### config.mk
export PLATFORM = sky130hd
export DESIGN_NAME = unique_key_fifo
export DESIGN_NICKNAME = d
export VERILOG_FILES = /design/src/rtl/ukf_pkg.sv /design/src/rtl/ukf_cell.sv /design/src/rtl/unique_key_fifo.sv
export SDC_FILE = /design/constraint.sdc
export NUM_CORES = 2
export LEC_CHECK = 0
export BUFFER_PORTS_ARGS = -buffer_cell sky130_fd_sc_hd__buf_4
export CAP_MARGIN = 20
export CORE_ASPECT_RATIO = 0.75
export CORE_UTILIZATION = 35
export DETAILED_ROUTE_END_ITERATION = 16
export PLACE_DENSITY = 0.53
export SETUP_SLACK_MARGIN = 0.05
export SYNTH_ARGS = -nofsm -noshare
export SYNTH_HDL_FRONTEND = slang
export SYNTH_HIERARCHICAL = 1
export SYNTH_SLANG_ARGS = --single-unit
### constraint.sdc
create_clock -name clk_i -period 7.65 [get_ports clk_i]
set_input_delay 1.53 -clock clk_i [delete_from_list [all_inputs] [get_ports clk_i]]
set_output_delay 1.53 -clock clk_i [all_outputs]
set_load 0.02 [all_outputs]
### src/rtl/ukf_pkg.sv
// Package for the unique-key FIFO: sizes, status and command codes,
// and the control word that drives the row of storage cells.
// No dependencies.
package ukf_pkg;

  localparam int unsigned DefaultDepth = 16;
  localparam int unsigned DataW        = 32;
  localparam int unsigned StatusW      = 3;
  localparam int unsigned OccW         = 5;

  typedef enum logic [StatusW-1:0] {
    ST_ENQUEUED  = 3'd0,
    ST_DUPLICATE = 3'd1,
    ST_FULL      = 3'd2,
    ST_REMOVED   = 3'd3,
    ST_EMPTY     = 3'd4
  } status_e;

  typedef enum logic {
    CMD_ENQ = 1'b0,
    CMD_DEQ = 1'b1
  } cmd_e;

  typedef struct packed {
    logic shift;  // dequeue: every cell takes its right neighbour
    logic enq;    // enqueue: first empty cell loads the new pair
  } cell_ctrl_t;

endpackage

### src/rtl/ukf_cell.sv
// One storage cell of the unique-key FIFO: holds a key/value pair and a
// valid flag, compares its key against the search key each cycle.
// Depends on ukf_pkg.
module ukf_cell import ukf_pkg::*; (
  input  logic             clk_i,
  input  logic             rst_ni,
  input  cell_ctrl_t       ctrl_i,
  input  logic             left_valid_i,
  input  logic             nxt_valid_i,
  input  logic [DataW-1:0] nxt_key_i,
  input  logic [DataW-1:0] nxt_value_i,
  input  logic [DataW-1:0] new_key_i,
  input  logic [DataW-1:0] new_value_i,
  output logic             valid_o,
  output logic [DataW-1:0] key_o,
  output logic [DataW-1:0] value_o,
  output logic             hit_o
);

  logic             valid_q;
  logic [DataW-1:0] key_q;
  logic [DataW-1:0] value_q;
  logic             hit_q;
  logic             load;

  // first empty slot of the row: left neighbour full, this one empty
  assign load = ctrl_i.enq && !valid_q && left_valid_i;

  always_ff @(posedge clk_i or negedge rst_ni) begin
    if (!rst_ni) begin
      valid_q <= 1'b0;
    end else if (ctrl_i.shift) begin
      valid_q <= nxt_valid_i;
    end else if (load) begin
      valid_q <= 1'b1;
    end
  end

  always_ff @(posedge clk_i) begin
    if (ctrl_i.shift) begin
      key_q   <= nxt_key_i;
      value_q <= nxt_value_i;
    end else if (load) begin
      key_q   <= new_key_i;
      value_q <= new_value_i;
    end
    hit_q <= valid_q && (key_q == new_key_i);
  end

  assign valid_o = valid_q;
  assign key_o   = key_q;
  assign value_o = value_q;
  assign hit_o   = hit_q;

endmodule

### src/rtl/unique_key_fifo.sv
// Top level of the unique-key FIFO: transaction control, occupancy count,
// result register and the row of ukf_cell storage cells.
// Depends on ukf_pkg and ukf_cell.
//
//   channel  | handshake               | payload
//   ---------+-------------------------+----------------------------------------
//   in       | in_valid_i / in_ready_o | cmd_i, key_i, value_i
//   out      | out_valid_o/out_ready_i | status_o, out_key_o, out_value_o,
//            |                         | occupancy_o
//
// Each transaction passes through accept, per-cell key compare (registered),
// then OR of the cell hits, decision and cell update; the head is cell 0.
// One transaction in flight; the next is accepted once the update is done.
// The update waits while the result register is still held by the consumer.
// Reset empties the queue at once by clearing the cell valid flags.
module unique_key_fifo import ukf_pkg::*; #(
  parameter int unsigned DEPTH = DefaultDepth
) (
  input  logic                      clk_i,
  input  logic                      rst_ni,
  input  logic                      in_valid_i,
  output logic                      in_ready_o,
  input  logic                      cmd_i,
  input  logic signed [DataW-1:0]   key_i,
  input  logic signed [DataW-1:0]   value_i,
  output logic                      out_valid_o,
  input  logic                      out_ready_i,
  output logic        [StatusW-1:0] status_o,
  output logic signed [DataW-1:0]   out_key_o,
  output logic signed [DataW-1:0]   out_value_o,
  output logic        [OccW-1:0]    occupancy_o
);

  localparam int unsigned CntW = $clog2(DEPTH + 1);

  typedef enum logic [2:0] {
    S_IDLE = 3'b001,
    S_CMP  = 3'b010,
    S_UPD  = 3'b100
  } state_e;

  state_e state_q, state_d;

  cmd_e             op_cmd_q;
  logic [DataW-1:0] op_key_q;
  logic [DataW-1:0] op_value_q;

  logic [CntW-1:0]  cnt_q, cnt_d;

  logic             out_valid_q;
  status_e          status_q, status_d;
  logic [DataW-1:0] okey_q, okey_d;
  logic [DataW-1:0] oval_q, oval_d;
  logic [OccW-1:0]  occ_q;

  logic             in_acc;
  logic             upd_go;
  logic             dup;
  logic             full;
  logic             empty;
  cell_ctrl_t       ctrl;

  logic [DEPTH-1:0] cell_valid;
  logic [DEPTH-1:0] cell_hit;
  logic [DataW-1:0] cell_key   [DEPTH];
  logic [DataW-1:0] cell_value [DEPTH];

  assign in_ready_o = (state_q == S_IDLE);
  assign in_acc     = in_valid_i && in_ready_o;
  assign upd_go     = (state_q == S_UPD) && (!out_valid_q || out_ready_i);

  assign dup   = |cell_hit;
  assign full  = (cnt_q == CntW'(DEPTH));
  assign empty = (cnt_q == '0);

  assign ctrl.enq   = upd_go && (op_cmd_q == CMD_ENQ) && !dup && !full;
  assign ctrl.shift = upd_go && (op_cmd_q == CMD_DEQ) && !empty;

  for (genvar i = 0; i < DEPTH; i++) begin : g_cell
    logic             left_valid;
    logic             nxt_valid;
    logic [DataW-1:0] nxt_key;
    logic [DataW-1:0] nxt_value;

    if (i == 0) begin : g_first
      assign left_valid = 1'b1;
    end else begin : g_inner
      assign left_valid = cell_valid[i-1];
    end

    if (i == DEPTH - 1) begin : g_last
      assign nxt_valid = 1'b0;
      assign nxt_key   = '0;
      assign nxt_value = '0;
    end else begin : g_mid
      assign nxt_valid = cell_valid[i+1];
      assign nxt_key   = cell_key[i+1];
      assign nxt_value = cell_value[i+1];
    end

    ukf_cell u_cell (
      .clk_i        (clk_i),
      .rst_ni       (rst_ni),
      .ctrl_i       (ctrl),
      .left_valid_i (left_valid),
      .nxt_valid_i  (nxt_valid),
      .nxt_key_i    (nxt_key),
      .nxt_value_i  (nxt_value),
      .new_key_i    (op_key_q),
      .new_value_i  (op_value_q),
      .valid_o      (cell_valid[i]),
      .key_o        (cell_key[i]),
      .value_o      (cell_value[i]),
      .hit_o        (cell_hit[i])
    );
  end

  always_comb begin
    state_d = state_q;
    case (state_q)
      S_IDLE: if (in_acc) state_d = S_CMP;
      S_CMP:  state_d = S_UPD;
      S_UPD:  if (upd_go) state_d = S_IDLE;
      default: state_d = S_IDLE;
    endcase
  end

  always_comb begin
    cnt_d    = cnt_q;
    status_d = ST_ENQUEUED;
    okey_d   = '0;
    oval_d   = '0;
    if (op_cmd_q == CMD_ENQ) begin
      if (dup) begin
        status_d = ST_DUPLICATE;
      end else if (full) begin
        status_d = ST_FULL;
      end else begin
        status_d = ST_ENQUEUED;
        cnt_d    = cnt_q + 1'b1;
      end
    end else begin
      if (empty) begin
        status_d = ST_EMPTY;
      end else begin
        status_d = ST_REMOVED;
        okey_d   = cell_key[0];
        oval_d   = cell_value[0];
        cnt_d    = cnt_q - 1'b1;
      end
    end
  end

  always_ff @(posedge clk_i or negedge rst_ni) begin
    if (!rst_ni) begin
      state_q     <= S_IDLE;
      cnt_q       <= '0;
      out_valid_q <= 1'b0;
    end else begin
      state_q <= state_d;
      if (upd_go) begin
        cnt_q       <= cnt_d;
        out_valid_q <= 1'b1;
      end else if (out_ready_i) begin
        out_valid_q <= 1'b0;
      end
    end
  end

  always_ff @(posedge clk_i) begin
    if (in_acc) begin
      op_cmd_q   <= cmd_e'(cmd_i);
      op_key_q   <= key_i;
      op_value_q <= value_i;
    end
    if (upd_go) begin
      status_q <= status_d;
      okey_q   <= okey_d;
      oval_q   <= oval_d;
      occ_q    <= OccW'(cnt_d);
    end
  end

  assign out_valid_o = out_valid_q;
  assign status_o    = status_q;
  assign out_key_o   = okey_q;
  assign out_value_o = oval_q;
  assign occupancy_o = occ_q;

`ifndef NO_ASSERTIONS
  a_cnt_bound: assert property (@(posedge clk_i) disable iff (!rst_ni)
    cnt_q <= CntW'(DEPTH))
    else $error("occupancy count exceeds depth");

  a_cells_match_cnt: assert property (@(posedge clk_i) disable iff (!rst_ni)
    $countones(cell_valid) == int'(cnt_q))
    else $error("cell valid flags disagree with count");

  a_upd_stall: assert property (@(posedge clk_i) disable iff (!rst_ni)
    (state_q == S_UPD) && out_valid_q && !out_ready_i |=> (state_q == S_UPD))
    else $error("update committed while result register held");

  a_accept_cmp: assert property (@(posedge clk_i) disable iff (!rst_ni)
    in_acc |=> (state_q == S_CMP))
    else $error("accepted transaction did not enter compare");
`endif

endmodule
==> flow_summary.ini <==
[run_status]
outcome = finished, final reports clean

[worst_hold_path]
min_path_type = reg2reg

[detailed_routing]
drt_iter0_drc = 1837
vias = 26100
wl_per_cell_microns = 19.1
firstDrtPassIters = 5
met2_length_microns = 38400
vias_per_cell = 4.55
wirelength_microns = 109000
dr_wl_met3_microns = 4790
met1Wirelength_microns = 64200
drc = 0
ant_nets = 0
top_layer = met4

[place]
gp_congestion = 0.723
placedCellCount = 5502
port_buffers = 142
place_ws_ns = 2.54
dpl-instance-area_sq_mm = 0.0590
hpwl_microns = 73900

[floorplanning]
die-area_sq_mm = 0.159
ios = 143
rows = 125
die_x_microns = 460
coreArea_sq_mm = 0.155
start_util_pct = 35.4
die_y_microns = 345

[global_routing]
grt_remaining_overflow = 0
track_usage_pct = 13.7
grt_max_degree = 213
grt_pass1_vias = 26900
antenna_found_initial = 1
grt_pass1_wl_microns = 170000

[critical_path]
r2r-start = g_cell[1].u_cell/hit_o
critPathRequiredTime_ns = 8.02
r2r_slack_ns = 3.15
crit_start = g_cell[1].u_cell/hit_o
startpoint_type = flop
crit_type = reg2reg
endpoint = g_cell[15].u_cell/value_o[13]
arrival_ns = 4.87
end_kind = flop
ff2ff_path_depth = 7
critPathMaxFanout = 36
regToRegEndpoint = g_cell[15].u_cell/value_o[13]

[clock_tree]
cts_tree = built
cts_resized = 0
hold_buffers = 0
clockBufferDepth = 3
cts_setup_buffers = 0
clock-root-buffer = clkbuf_16
numCtsBuffers = 121
cts_sinks = 1202
clk_latency_ns = 0.75
cts.clk_slew.worst_paths_ns = 0.06
htree_num_levels = 3

[power_and_ir_drop]
p_sw_share_pct = 25.7
power.switching_mw = 4.43
seqPwrFrac_pct = 48.8
peakVddDrop_mv = 0.171
p_comb_share_pct = 16.3
fin_total_pwr_mw = 17.2
p_int_mw = 12.8
leakage_nw = 20.6
clkPwrFrac_pct = 34.9
p_per_area_mw_per_mm2 = 274

[timing]
relSlewSlack_pct = 13.2
maxSlewViolCount = 0
rsz0062_at_grt = no
fin_crit_sh_pct = 58.9
worst_pin_slew_ns = 1.30
finalHoldViolCount = 0
skew_ns = 0.0242
layout_setup_ws_ns = 3.15
fmaxAchievable_ghz = 0.222
fin_crit_ns = 4.50
setup_tns_ns = 0
finalSetupViolCount = 0

[logic_synthesis]
synth_edf_count = 1161
netlist_area_sq_mm = 0.0551
ys_ff_latch = 1202
syn_area_per_cell_sq_um = 16.9
postSynthCellCount = 3257
ys.flop_type = edfxtp_1
synth-seq-area-share_pct = 65.0
yosysWarnings = 6
ys_types = 47
synthArstFlopShare_pct = 2.08

[final_layout]
stdcell_area_sq_mm = 0.0630
multi_input_area_sq_mm = 0.0188
drive_above_1_share_pct = 40.0
syn2layout_area_growth_pct = 14.5
nNetsFinal = 3603
stdcell_count = 5733
nFillCells = 14200
seq_area_sq_mm = 0.0358

[flow_run]
cap_violations = 0
-- cell usage after synthesis, drive strengths merged, types with 7 or more instances --
cell type / instances / share of area, %
xnor2: 18 / 0.29
a21oi: 7 / 0.064
nand2: 24 / 0.16
nor3: 35 / 0.46
and2: 69 / 0.78
dfrtp: 24 / 1.1
nor2: 9 / 0.075
inv: 21 / 0.14
mux2: 1024 / 21
nor4: 115 / 1.3
edfxtp: 1161 / 63
nand4: 17 / 0.20
nand3: 38 / 0.35
xor2: 496 / 7.9
dfxtp: 16 / 0.58
o21bai: 16 / 0.22
a2bb2oi: 16 / 0.25
buf: 114 / 1.3
-- metal layers --
layer	vias to the layer above	GRT usage (%)
met4	0	2.87
met3	136	2.81
li1	13100	-
met2	412	16.7
met1	12500	23.6
met5	-	0
-- area by class of cell --
class / count / share of cell area (%)
well taps: 2095 / 4.16
clock buffers: 144 / 5.01
multi-input cells: 1978 / 29.9
inverters: 21 / 0.127
diodes: 1 / 0.00397
flip-flops and latches: 1202 / 56.8
clock inverters: 84 / 1.36
repair buffers: 208 / 2.63
-- worst max-delay path, stage by stage (launching register included) --
cell and delay, ns:
dfxtp_1 0.30, nor4_1 0.63, and3_2 0.36, and2_1 0.35, and3_1 0.89, nand2_1 0.23, o21bai_4 0.76, buf_4 0.56
-- worst min path at each step --
stage / cells after the start / to / slack, ns / from
6_report: 1 / out_value_o[0] / 0.52 / g_cell[0].u_cell/value_o[0]
3_3_place_gp: 1 / out_value_o[25] / 0.50 / g_cell[0].u_cell/value_o[25]
5_1_grt: 1 / out_value_o[25] / 0.53 / g_cell[0].u_cell/value_o[25]
4_1_cts: 1 / out_value_o[0] / 0.52 / g_cell[0].u_cell/value_o[0]
3_5_place_dp: 1 / out_value_o[0] / 0.50 / g_cell[0].u_cell/value_o[0]
2_1_floorplan: 1 / out_value_o[0] / 0.50 / g_cell[0].u_cell/value_o[0]
-- kinds of logic (layout without fill, tap and decap cells) --
kind of cell	after synthesis	in the layout	share of synthesized area (%)
flops	1202	1202	65.0
buf+inv	141	457	1.52
mux	1026	1026	21.0
compound gates	51	51	0.691
fa+ha+maj	2	2	0.0454
simple gates	319	319	3.52
other cells	2	67	0.0136
xor+xnor	514	514	8.18
-- through the flow --
| step | hold WS [ns] | utilization, % |
|---|---|---|
| finish | 0.516 | 40.5 |
| detailed placement | 0.501 | 37.9 |
| global placement | 0.505 | 37.9 |
| floorplan | 0.497 | - |
| global route | 0.526 | 40.5 |
| CTS | 0.517 | 40.5 |
-- registers in the layout, indices dropped and copies added (netlist names) --
name and count:
op_key_q 32, out_valid_o 1, g_cell.u_cell/valid_o 16, status_o 3, out_key_o 32, g_cell.u_cell/key_o 512
out_value_o 32, op_cmd_q 1, g_cell.u_cell/hit_o 16, op_value_q 32, state_q 3, cnt_q 5
g_cell.u_cell/value_o 512, occupancy_o 5
-- power by group through the flow --
stage | registers [mW] | clock network [mW] | logic (mW)
finish | 8.42 | 6.02 | 2.81
global route | 8.47 | 6.44 | 3.10
CTS | 8.42 | 6.19 | 2.84
detailed placement | 8.56 | 0 | 2.79
global placement | 8.56 | 0 | 2.79
floorplan | 8.61 | 0 | 1.85
-- cells in the final DEF, fill, tap and decap left out, types with 5 or more instances in the layout --
master,n
inv_1,20
clkinv_1,28
nor2_1,7
clkbuf_16,123
o21bai_4,16
nor4_1,115
xor2_1,496
nand3_1,37
nor3_2,16
dfrtp_1,24
xnor2_1,18
clkinvlp_4,5
clkbuf_1,21
buf_12,6
a2bb2oi_1,16
and2_1,68
edfxtp_1,1161
mux2_2,1024
clkinv_2,28
bufinv_16,16
nor3_1,19
dfxtp_1,16
a21oi_1,7
conb_1,66
buf_4,201
nand2_1,24
nand4_1,16
No activity file was read; power rests on OpenSTA's default activity.
